## src/rbqe_pkg.sv

```systemverilog
// Package for the rotated billboard quad expander: widths, stage payload type
// and the quarter-turn sine/cosine tables built at elaboration.
// No dependencies; used by the top level, both checkers and the testbench top.
`timescale 1ns / 1ps

package rbqe_pkg;

  // Field widths
  localparam int unsigned POS_W   = 32;
  localparam int unsigned COLOR_W = 32;
  localparam int unsigned SIZE_W  = 16;
  localparam int unsigned ANGLE_W = 16;
  localparam int unsigned OFS_W   = 18;
  localparam int unsigned VN_W    = 12;

  // Particle counter
  localparam int unsigned MAX_PARTICLES = 1024;
  localparam int unsigned CAP   = (MAX_PARTICLES > 1024) ? 1024 : MAX_PARTICLES;
  localparam int unsigned CNT_W = (CAP > 1) ? $clog2(CAP) : 1;

  // Sine table: power-of-two phase count, folded to one quarter turn
  localparam int unsigned SINE_TABLE_DEPTH = 1024;
  localparam int unsigned PHASE_W   = $clog2(SINE_TABLE_DEPTH);
  localparam int unsigned QTR_W     = PHASE_W - 2;
  localparam int unsigned QTR_DEPTH = SINE_TABLE_DEPTH / 4;
  localparam int unsigned Q14_W     = 15;   // 0 .. 16384
  localparam int unsigned FAC_W     = 17;   // c-s and s+c, signed
  localparam int unsigned PROD_W    = 34;

  localparam longint unsigned Q30_ONE     = 64'd1073741824;
  localparam longint unsigned HALF_PI_Q30 = 64'd1686629713;

  typedef logic [QTR_DEPTH-1:0][Q14_W-1:0] qtab_t;

  typedef struct packed {
    logic signed [POS_W-1:0] pos_x;
    logic signed [POS_W-1:0] pos_y;
    logic signed [POS_W-1:0] pos_z;
    logic [COLOR_W-1:0]      color;
    logic [SIZE_W-1:0]       size;
    logic [CNT_W-1:0]        count;
    logic                    last;
  } part_t;

  // Divisor of Taylor step i: a*(a+1), a = 2i for sine, 2i-1 for cosine.
  function automatic longint unsigned series_div(input int i, input logic want_sin);
    longint unsigned a;
    a = want_sin ? longint'(2 * i) : longint'(2 * i - 1);
    return a * (a + 64'd1);
  endfunction

  // Restoring long division; only ever evaluated while the tables are built.
  function automatic longint unsigned long_div(input longint unsigned num,
                                               input longint unsigned den);
    longint unsigned quo;
    longint unsigned rem;
    quo = '0;
    rem = '0;
    for (int b = 63; b >= 0; b--) begin
      rem = {rem[62:0], num[b]};
      if (rem >= den) begin
        rem    = rem - den;
        quo[b] = 1'b1;
      end
    end
    return quo;
  endfunction

  // One quarter-turn entry in Q1.14, 8-term series in Q30, rounded half up.
  function automatic logic [Q14_W-1:0] quarter_entry(input int unsigned idx,
                                                     input logic want_sin);
    longint unsigned r30;
    longint unsigned x;
    longint unsigned x2;
    longint unsigned term;
    longint unsigned dv;
    longint unsigned rnd;
    longint          sum;
    r30  = 64'(idx) << (32 - PHASE_W);
    x    = (r30 * HALF_PI_Q30) >> 30;
    x2   = (x * x) >> 30;
    term = want_sin ? x : Q30_ONE;
    sum  = signed'(term);
    for (int i = 1; i <= 7; i++) begin
      dv   = series_div(i, want_sin);
      term = long_div((term * x2) >> 30, dv);
      if ((i & 1) != 0) begin
        sum = sum - signed'(term);
      end else begin
        sum = sum + signed'(term);
      end
    end
    if (sum < 0) sum = 0;
    if (sum > signed'(Q30_ONE)) sum = signed'(Q30_ONE);
    rnd = (unsigned'(sum) + 64'd32768) >> 16;
    return Q14_W'(rnd);
  endfunction

  function automatic qtab_t build_qtab(input logic want_sin);
    qtab_t t;
    for (int unsigned idx = 0; idx < QTR_DEPTH; idx++) begin
      t[idx] = quarter_entry(idx, want_sin);
    end
    return t;
  endfunction

  localparam qtab_t SIN_QTAB = build_qtab(1'b1);
  localparam qtab_t COS_QTAB = build_qtab(1'b0);

endpackage

```

## src/rotated_billboard_quad_expander_top.sv

```systemverilog
// Rotated billboard quad expander: one particle request in, four vertices out.
// Each request passes the input, factor and vertex registers before its first vertex shows.
// One vertex per cycle on the output while out_ready_i is high; the vertex stage
// holds a quad for its four corners, so the next particle waits for the fourth.
// Reset (rst_ni low, async): pipeline empty, particle count 0, playing 1.
// Depends on rbqe_pkg.
`timescale 1ns / 1ps

module rotated_billboard_quad_expander_top (
  input  logic                                clk_i,
  input  logic                                rst_ni,
  // configuration: the playing register
  input  logic                                cfg_we_i,
  input  logic                                cfg_wdata_i,
  // particle requests
  input  logic                                in_valid_i,
  output logic                                in_ready_o,
  input  logic signed [rbqe_pkg::POS_W-1:0]   pos_x_i,
  input  logic signed [rbqe_pkg::POS_W-1:0]   pos_y_i,
  input  logic signed [rbqe_pkg::POS_W-1:0]   pos_z_i,
  input  logic [rbqe_pkg::COLOR_W-1:0]        tint_i,
  input  logic [rbqe_pkg::SIZE_W-1:0]         half_extent_i,
  input  logic [rbqe_pkg::ANGLE_W-1:0]        angle_i,
  input  logic                                batch_end_i,
  // vertex requests
  output logic                                out_valid_o,
  input  logic                                out_ready_i,
  output logic signed [rbqe_pkg::POS_W-1:0]   vert_x_o,
  output logic signed [rbqe_pkg::POS_W-1:0]   vert_y_o,
  output logic signed [rbqe_pkg::POS_W-1:0]   vert_z_o,
  output logic                                tex_u_o,
  output logic                                tex_v_o,
  output logic [rbqe_pkg::COLOR_W-1:0]        vert_color_o,
  output logic signed [rbqe_pkg::OFS_W-1:0]   offset_x_o,
  output logic signed [rbqe_pkg::OFS_W-1:0]   offset_y_o,
  output logic [rbqe_pkg::VN_W-1:0]           vertex_number_o,
  output logic                                quad_done_o,
  output logic                                batch_done_o
);
  import rbqe_pkg::*;

  // Quadrant of the phase
  localparam logic [1:0] QUAD_0 = 2'd0;
  localparam logic [1:0] QUAD_1 = 2'd1;
  localparam logic [1:0] QUAD_2 = 2'd2;
  localparam logic [1:0] QUAD_3 = 2'd3;

  // Corner index within the quad
  localparam logic [1:0] CORNER_0 = 2'd0;
  localparam logic [1:0] CORNER_1 = 2'd1;
  localparam logic [1:0] CORNER_2 = 2'd2;
  localparam logic [1:0] CORNER_3 = 2'd3;

  localparam logic [CNT_W-1:0] CAP_LAST = CNT_W'(CAP - 1);
  localparam logic signed [PROD_W-1:0] ROUND_HALF = PROD_W'(8192);

  // Control state
  logic             playing_q;
  logic [CNT_W-1:0] particle_count_q, particle_count_d;
  logic             s1_valid_q, s1_valid_d;
  logic             s2_valid_q, s2_valid_d;
  logic             s3_valid_q, s3_valid_d;
  logic [1:0]       s3_k_q, s3_k_d;

  // Stage payloads
  part_t                   s1_part_q, s2_part_q, s3_part_q;
  logic [ANGLE_W-1:0]      s1_angle_q;
  logic signed [FAC_W-1:0] s2_cms_q, s2_spc_q, cms_d, spc_d;
  logic signed [OFS_W-1:0] s3_vx_q, s3_vy_q, vx_d, vy_d;

  // Handshake
  logic s3_last_vtx, s3_fire, s3_ready, s2_ready, s1_ready;
  logic in_fire, take, s1_adv, s2_adv;

  // The vertex stage frees only once its fourth corner has been taken; the
  // earlier stages stay elastic so a new particle can enter meanwhile.
  assign s3_last_vtx = (s3_k_q == CORNER_3);
  assign s3_fire     = s3_valid_q & out_ready_i;
  assign s3_ready    = ~s3_valid_q | (out_ready_i & s3_last_vtx);
  assign s2_ready    = ~s2_valid_q | s3_ready;
  assign s1_ready    = ~s1_valid_q | s2_ready;
  assign in_ready_o  = s1_ready;
  assign in_fire     = in_valid_i & s1_ready;
  // While not playing, requests are taken and dropped.
  assign take        = in_fire & playing_q;
  assign s1_adv      = s1_valid_q & s2_ready;
  assign s2_adv      = s2_valid_q & s3_ready;

  assign s1_valid_d = take | (s1_valid_q & ~s2_ready);
  assign s2_valid_d = s1_adv | (s2_valid_q & ~s3_ready);
  assign s3_valid_d = s2_adv | (s3_valid_q & ~(out_ready_i & s3_last_vtx));

  always_comb begin
    s3_k_d = s3_k_q;
    if (s2_adv) begin
      s3_k_d = CORNER_0;
    end else if (s3_fire) begin
      s3_k_d = s3_k_q + 2'd1;
    end
  end

  // Particle index within the batch: saturates at CAP-1, cleared by batch end
  always_comb begin
    particle_count_d = particle_count_q;
    if (take) begin
      if (batch_end_i) begin
        particle_count_d = '0;
      end else if (particle_count_q != CAP_LAST) begin
        particle_count_d = particle_count_q + CNT_W'(1);
      end
    end
  end

  always_ff @(posedge clk_i or negedge rst_ni) begin
    if (!rst_ni) begin
      playing_q        <= 1'b1;
      particle_count_q <= '0;
      s1_valid_q       <= 1'b0;
      s2_valid_q       <= 1'b0;
      s3_valid_q       <= 1'b0;
      s3_k_q           <= CORNER_0;
    end else begin
      if (cfg_we_i) begin
        playing_q <= cfg_wdata_i;
      end
      particle_count_q <= particle_count_d;
      s1_valid_q       <= s1_valid_d;
      s2_valid_q       <= s2_valid_d;
      s3_valid_q       <= s3_valid_d;
      s3_k_q           <= s3_k_d;
    end
  end

  // Stage 1: input register
  always_ff @(posedge clk_i) begin
    if (in_fire) begin
      s1_part_q.pos_x <= pos_x_i;
      s1_part_q.pos_y <= pos_y_i;
      s1_part_q.pos_z <= pos_z_i;
      s1_part_q.color <= tint_i;
      s1_part_q.size  <= half_extent_i;
      s1_part_q.count <= particle_count_q;
      s1_part_q.last  <= batch_end_i;
      s1_angle_q      <= angle_i;
    end
  end

  // Stage 1 -> 2: quarter-table lookup, quadrant fold, rotation factors
  logic [PHASE_W-1:0]      phase;
  logic [1:0]              quad;
  logic [QTR_W-1:0]        qidx;
  logic signed [15:0]      sv, cv, sin_s, cos_s;

  assign phase = s1_angle_q[ANGLE_W-1 -: PHASE_W];
  assign quad  = phase[PHASE_W-1 -: 2];
  assign qidx  = phase[QTR_W-1:0];
  assign sv    = $signed({1'b0, SIN_QTAB[qidx]});
  assign cv    = $signed({1'b0, COS_QTAB[qidx]});

  always_comb begin
    case (quad)
      QUAD_0: begin
        sin_s = sv;
        cos_s = cv;
      end
      QUAD_1: begin
        sin_s = cv;
        cos_s = -sv;
      end
      QUAD_2: begin
        sin_s = -sv;
        cos_s = -cv;
      end
      QUAD_3: begin
        sin_s = -cv;
        cos_s = sv;
      end
      default: begin
        sin_s = sv;
        cos_s = cv;
      end
    endcase
  end

  assign cms_d = FAC_W'(cos_s) - FAC_W'(sin_s);
  assign spc_d = FAC_W'(sin_s) + FAC_W'(cos_s);

  always_ff @(posedge clk_i) begin
    if (s1_adv) begin
      s2_part_q <= s1_part_q;
      s2_cms_q  <= cms_d;
      s2_spc_q  <= spc_d;
    end
  end

  // Stage 2 -> 3: size times factor, +0.5 and floor shift by 14.
  // The result always fits the 18 bit offset range, so no clamp is needed.
  logic signed [FAC_W-1:0]  size_s;
  logic signed [PROD_W-1:0] prod_x, prod_y, rnd_x, rnd_y;

  assign size_s = $signed({1'b0, s2_part_q.size});
  assign prod_x = size_s * s2_cms_q;
  assign prod_y = size_s * s2_spc_q;
  assign rnd_x  = prod_x + ROUND_HALF;
  assign rnd_y  = prod_y + ROUND_HALF;
  assign vx_d   = rnd_x[OFS_W+13:14];
  assign vy_d   = rnd_y[OFS_W+13:14];

  always_ff @(posedge clk_i) begin
    if (s2_adv) begin
      s3_part_q <= s2_part_q;
      s3_vx_q   <= vx_d;
      s3_vy_q   <= vy_d;
    end
  end

  // Stage 3: corner sequencer. Offsets are -v, (vy,-vx), v, (-vy,vx).
  always_comb begin
    case (s3_k_q)
      CORNER_0: begin
        offset_x_o = -s3_vx_q;
        offset_y_o = -s3_vy_q;
        tex_u_o    = 1'b0;
        tex_v_o    = 1'b0;
      end
      CORNER_1: begin
        offset_x_o = s3_vy_q;
        offset_y_o = -s3_vx_q;
        tex_u_o    = 1'b1;
        tex_v_o    = 1'b0;
      end
      CORNER_2: begin
        offset_x_o = s3_vx_q;
        offset_y_o = s3_vy_q;
        tex_u_o    = 1'b1;
        tex_v_o    = 1'b1;
      end
      CORNER_3: begin
        offset_x_o = -s3_vy_q;
        offset_y_o = s3_vx_q;
        tex_u_o    = 1'b0;
        tex_v_o    = 1'b1;
      end
      default: begin
        offset_x_o = s3_vx_q;
        offset_y_o = s3_vy_q;
        tex_u_o    = 1'b0;
        tex_v_o    = 1'b0;
      end
    endcase
  end

  assign out_valid_o     = s3_valid_q;
  assign vert_x_o        = s3_part_q.pos_x;
  assign vert_y_o        = s3_part_q.pos_y;
  assign vert_z_o        = s3_part_q.pos_z;
  assign vert_color_o    = s3_part_q.color;
  // 4*count + corner never passes 4*CAP-1, so no clamp here either
  assign vertex_number_o = VN_W'({s3_part_q.count, s3_k_q});
  assign quad_done_o     = s3_last_vtx;
  assign batch_done_o    = s3_last_vtx & s3_part_q.last;

endmodule

```

## config.mk

```make
export PLATFORM = sky130hd
export DESIGN_NAME = rotated_billboard_quad_expander_top
export DESIGN_NICKNAME = d
export VERILOG_FILES = /design/src/rbqe_pkg.sv /design/src/rotated_billboard_quad_expander_top.sv
export SDC_FILE = /design/constraint.sdc
export NUM_CORES = 2
export LEC_CHECK = 0
export ABC_AREA = 1
export BUFFER_PORTS_ARGS = -buffer_cell sky130_fd_sc_hd__buf_2
export CAP_MARGIN = 20
export CORE_UTILIZATION = 50
export CTS_CLUSTER_SIZE = 10
export DETAILED_ROUTE_END_ITERATION = 12
export PLACE_DENSITY = 0.65
export SETUP_SLACK_MARGIN = 0.3
export SYNTH_ARGS = -nofsm -noshare
export SYNTH_HDL_FRONTEND = slang
export SYNTH_SLANG_ARGS = --single-unit
```

## constraint.sdc

```tcl
create_clock -name clk_i -period 12.62 [get_ports clk_i]
set_clock_uncertainty 0.1 [all_clocks]
set_input_delay 0 -clock clk_i [delete_from_list [all_inputs] [get_ports clk_i]]
set_output_delay 0 -clock clk_i [all_outputs]
set_load 0.03 [all_outputs]
```

# Word level (Yosys, flattened, before mapping)
# Memories as Yosys holds them, arrays and structs flattened. A register that Yosys moved wholly into a read port is not among the register bits.
# Cells that the tools add are included.
# Widths: inputs -> output; s select.
[word_totals]
n_memories = 2
latchBits = 0
wordCells = 98
romBits = 7680
mem_bits_rw = 0
ff_bits = 551
in_bits = 167
[classes]
reduce_logical = 9
n_mul = 2
n_mux = 14
order_cmp = 1
shifts = 0
add_sub_neg = 10
n_div = 0
n_bitwise = 22
n_eq_ne = 7
[memory_table]
columns = ["name", "depth", "width", "rd", "rd_clocked_by_memory_dff", "write_ports", "line_no", "text"]
rows = [
  ["(no name shown)", 256, 15, 1, 1, 0, "rotated_billboard_quad_expander_top.sv:158", "assign cv = $signed({1'b0, COS_QTAB[qidx]});"],
  ["(no name shown)", 256, 15, 1, 1, 0, "rotated_billboard_quad_expander_top.sv:157", "assign sv = $signed({1'b0, SIN_QTAB[qidx]});"],
]
[op_table]
columns = ["operator", "n"]
rows = [
  ["$pmux 18 s4", 2],
  ["$pmux 16 s4", 2],
  ["$add 32x15->32 const B", 2],
  ["$mul 17x17->32", 2],
  ["$neg 18->18", 2],
  ["$neg 15->16", 2],
  ["$mux 15", 2],
  ["$mux 10", 2],
  ["$add 16x16->17", 1],
  ["$sub 16x16->17", 1],
  ["$mux 8", 2],
  ["$add 10x1->10 const B", 1],
  ["$and 1x1->1", 10],
  ["$ne 10x10->1 const B", 1],
  ["$lt 8x9->1 const B", 1],
  ["$eq 2x2->1 const B", 4],
  ["$reduce_or 2->1", 4],
  ["$not 1->1", 6],
  ["$or 1x1->1", 6],
  ["$eq 2x1->1 const B", 2],
  ["$logic_not 2->1", 2],
  ["$mux 2", 2],
  ["$pmux 1 s2", 2],
  ["$reduce_bool 2->1", 2],
  ["other kinds (2)", 2],
]

# Logic depth before layout (Yosys ltp)
[logic_depth]
word_depth = 8
depth_mapped = 29

# Least setup slack after synthesis
# Ideal clock, no wire load.
[synth_timing]
kind = "register to register"
startpoint = "register s3_k_q[1]"
endpoint = "register s3_k_q[0]"
path_stages_with_launch = 9
setup_time_ns = 0.135
n_path_buf = 0
arrival_time_ns = 9.325
slack_ns = 3.060
required_ns = 12.385
cell_sequence = "dfrtp_1 -> ha_1 -> nand2_1 -> nand2_1 -> inv_1 -> nor2_1 -> inv_1 -> nand3_1 -> o21ai_0"
[synth_between]
elab_chain_len = 5
word_cells_on_any_way = 6
cone_classes = "eq/ne (1); mux (1); bitwise (3); reduce/logical (1)"
[synth_rtl]
columns = ["element", "line_no", "text"]
rows = [
  ["start, declared", "rotated_billboard_quad_expander_top.sv:63", "logic [1:0] s3_k_q, s3_k_d;"],
  ["start signal, assigned", "rotated_billboard_quad_expander_top.sv:130", "s3_k_q <= s3_k_d;"],
  ["$eq 2x2->1 *", "rotated_billboard_quad_expander_top.sv:77", "assign s3_last_vtx = (s3_k_q == CORNER_3);"],
  ["net quad_done_o", "rotated_billboard_quad_expander_top.sv:37", "output logic quad_done_o,"],
  ["$and 1x1->1 *", "rotated_billboard_quad_expander_top.sv:79", "assign s3_ready = ~s3_valid_q | (out_ready_i & s3_last_vtx);"],
  ["$or 1x1->1 *", "rotated_billboard_quad_expander_top.sv:79", ""],
  ["$and 1x1->1 *", "rotated_billboard_quad_expander_top.sv:87", "assign s2_adv = s2_valid_q & s3_ready;"],
  ["net s2_adv", "rotated_billboard_quad_expander_top.sv:73", "logic in_fire, take, s1_adv, s2_adv;"],
  ["$mux 2 / $reduce_bool 2->1 (equally long branches)", "n/a", ""],
]
# The timed path passes the listed nets; every way through them passes the cells marked *.
# A chain may end at the register's enable or synchronous reset.

# Worst setup path after layout
[layout_timing]
startpoint = "register s2_spc_q[8]"
endpoint = "register s3_vy_q[13], data pin"
[layout_between]
elab_chain_len = 2
[layout_rtl]
columns = ["element", "line_no", "text"]
rows = [
  ["start, declared", "rotated_billboard_quad_expander_top.sv:68", "logic signed [FAC_W-1:0] s2_cms_q, s2_spc_q, cms_d, spc_d;"],
  ["start signal, assigned", "rotated_billboard_quad_expander_top.sv:192", "s2_spc_q <= spc_d;"],
  ["$mul 17x17->32", "rotated_billboard_quad_expander_top.sv:203", "assign prod_y = size_s * s2_spc_q;"],
  ["$add 32x15->32", "rotated_billboard_quad_expander_top.sv:205", "assign rnd_y = prod_y + ROUND_HALF;"],
  ["net rnd_y[27]", "rotated_billboard_quad_expander_top.sv:199", "logic signed [PROD_W-1:0] prod_x, prod_y, rnd_x, rnd_y;"],
  ["end signal, assigned", "rotated_billboard_quad_expander_top.sv:213", "s3_vy_q <= vy_d;"],
  ["end, declared", "rotated_billboard_quad_expander_top.sv:69", "logic signed [OFS_W-1:0] s3_vx_q, s3_vy_q, vx_d, vy_d;"],
]
# The timed path passes the listed nets, and every way through them passes these cells.

==> impl_metrics.tcl <==
set metrics [dict create \
    worst_r2r_endpoint "s3_vy_q[13]$_DFFE_PP_" \
    cts_tree "done" \
    netlist_area_um2 47870 \
    outcome "complete, but fails checks" \
    r2r_slack_ps 6050 \
    ys.flop_type "edfxtp_1" \
    whs_ps -0.5836 \
    seq_area_frac_synth_pct 35.22 \
    vias 39130 \
    crit_family "adder cells" \
    min-delay-start "pos_y_i[30]" \
    drc 0 \
    die_w_um 311.4 \
    drt_first_pass_iters 8 \
    cts_sinks 574 \
    slew_headroom_pct 29.06 \
    crit_required_ps 12900 \
    slowest_delay_ps 930 \
    via_per_inst 5.403 \
    fin_crit_sh_pct 52.07 \
    start_kind "register" \
    antenna_found_initial 2 \
    hold_path.class "input pin to register" \
    drive_above_1_share_pct 9.088 \
    cpMaxStageDelayCell "edfxtp_1" \
    crit_path_frequent_cell "fa_1" \
    ant_nets 0 \
    cts-resized-gates 0 \
    cp_num_buf_inv 5 \
    drv_slew 0 \
    pin_count 349 \
    ys_ff_latch 574 \
    routed_wl_um 152200 \
    gp_congestion 1.003 \
    cts_max_path_buffers 3 \
    hold_depth 2 \
    setup_viol 0 \
    die_h_um 311.4 \
    root_buffer "clkbuf_16" \
    rr_startpoint "s2_spc_q[8]$_DFFE_PP_" \
    multi_input_area_um2 24570 \
    async_reset_ff_share_pct 2.787 \
    initialDrtViolationCount 3845 \
    worstPathMaxFanout 16 \
    tightest_slew_ps 1060 \
    post-route-util_pct 57.61 \
    criticalPathCategory "register to register" \
    io_buffers 342 \
    clk_pin_slew_ps 50 \
    seq_area_um2 16860 \
    cp.depth 21 \
    worstPathArrival_ps 6850 \
    final_hold_viol_count 1 \
    grt_max_degree 132 \
    fin_crit_ps 6571 \
    synth-edff-count 528 \
    clk-insertion-delay-late_ps 660 \
    yosys_warnings 0 \
    grt-ovfl-total 0 \
    htree_levels 3 \
    synthCells 5549 \
    synth_cell_types 55 \
    nFillCells 8547 \
    worstRegToRegCells 21 \
    grt_pass1_vias 39390 \
    hpwlAfterDp_um 108200 \
    area_growth_syn_to_layout_pct 14.19 \
    path_cells "nand2_1 -> fa_1 -> inv_1 -> fa_1 -> inv_1 -> fa_1 -> inv_1 -> fa_1 -> fa_1 -> inv_1 -> fa_1 -> inv_1 -> ha_1 -> nand2_1 -> nor2_1 -> nand4_1 -> o21ai_1 -> nand2_1 -> nand2_1 -> a21oi_1 -> xnor2_1" \
    coreArea_um2 94870 \
    clock.fmax_mhz 152.2 \
    rows 113 \
    grt_pass1_wl_um 231200 \
    wl_per_cell_um 21.02 \
    violations "negative hold slack" \
    cts_made_buffers 71 \
    worstSetupEndpointType "register" \
    cap_violations 0 \
    initial_core_util_pct 50.45 \
    grt_usage_pct 31.34 \
    setup_tns_ps 0 \
    layout.nets 6813 \
    placed_area_um2 49460 \
    rsz0062_at_grt "no" \
    finalInstanceArea_um2 54660 \
    syn-num-nets 6418 \
    die-area_um2 96970 \
    syn_avg_cell_area_um2 8.626 \
    hold_path_end "s1_part_q[121]$_DFFE_PP_" \
]
[sequential cells by signal, indices dropped and copies added (netlist names), 18 cells and up]
signal,flops
s3_vx_q,18
s2_part_q,155
s3_vy_q,18
vert_x_o,32
s1_part_q,155
vert_z_o,32
vert_y_o,32
vert_color_o,32
[worst max path at each step]
stage	end	startpoint	slack (ps)
3_3_place_gp	s3_vx_q[15]$_DFFE_PP_	s2_cms_q[2]$_DFFE_PP_	6200
2_1_floorplan	s3_k_q[0]$_DFFE_PN0P_	s3_k_q[1]$_DFFE_PN0P_	3060
4_1_cts	s3_vy_q[13]$_DFFE_PP_	s2_spc_q[8]$_DFFE_PP_	6100
6_report	s3_vy_q[13]$_DFFE_PP_	s2_spc_q[8]$_DFFE_PP_	6050
3_5_place_dp	s3_vy_q[13]$_DFFE_PP_	s2_spc_q[8]$_DFFE_PP_	6150
5_1_grt	s3_vy_q[13]$_DFFE_PP_	s2_spc_q[8]$_DFFE_PP_	5760
[routing by layer]
metal | up-vias | part of all wire (%) | global-route usage, %
met1 | 19020 | 38 | 38.47
met3 | 454 | 6.9 | 4.798
met4 | 0 | 6.2 | 17.30
li1 | 17940 | - | -
met5 | - | 0 | 0
met2 | 1710 | 49 | 52.93
[per-stage QoR]
step	setup WS (ps)	cells
floorplan	3060	5549
global placement	6201	6827
detailed placement	6151	6827
CTS	6100	7239
global route	5758	7240
finish	6049	7241
[cell type report]
cell class | count | share of cell area [%]
Multi-Input combinational cell | 3434 | 44.95
Sequential cell | 574 | 30.84
Timing Repair Buffer | 698 | 9.436
Inverter | 1165 | 8.024
Clock buffer | 86 | 3.372
Tap cell | 1265 | 2.896
Clock inverter | 18 | 0.4739
Antenna cell | 1 | 0.004578
[worst register-to-register path: cells and delay by family, from the launching register on]
kind            cells  cell delay [ps]
fa+ha+maj           7             3400
simple gates        6              960
flops               1              930
compound gates      2              520
buf+inv             5              250
xor+xnor            1              130
[cells by family (layout without fill, tap and decap cells)]
logic type               Yosys count  after routing  synth area share, %
adder cells (fa/ha/maj)          702            702                24.94
other                              0              1                    0
buffers and inverters           1541           1967                13.51
XOR/XNOR                         112            112                2.049
flip-flops                       574            574                35.22
AND/OR/NAND/NOR                 2077           2077                17.86
AO/OA/AOI/OAI                    543            543                6.425
[synthesized netlist by cell type (89+ instances only)]
cell,count,area (um2)
ha_1,282,3528
inv_1,1153,4328
fa_1,420,8408
nand2_1,1469,5514
nand3_1,262,1311
edfxtp_1,528,15860
nor2_1,191,716.9
o21ai_0,213,1066
xor2_1,89,779.5
a21oi_1,172,860.8
buf_4,150,1126
clkbuf_1,166,623.1
[what timing repair did]
item | CTS | global route
setup buffers | 0 | 0
hold buffers | 308 | 1
hold endpoints to repair | 198 | 1
[cell usage in the layout, fill, tap and decap left out, types with 13 or more instances in the layout]
cell type,Yosys,layout
a21oi_1,172,172
a221oi_1,19,19
buf_2,51,342
buf_4,150,47
clkbuf_1,166,14
clkbuf_16,0,71
dfrtp_1,15,15
dfxtp_1,30,30
dlygate4sd3_1,0,309
edfxtp_1,528,528
fa_1,420,420
ha_1,282,281
inv_1,1153,1152
nand2_1,1469,1469
nand2_2,22,21
nand3_1,262,262
nand4_1,51,51
nor2_1,191,188
nor3_1,31,31
nor4_1,15,15
o2111ai_1,13,13
o211ai_1,17,17
o21ai_0,213,213
o21ai_1,32,32
xnor2_1,23,23
xor2_1,89,89
Power is not shown: default switching activity piles up to over one toggle a cycle in this logic, so the estimate is an artifact.
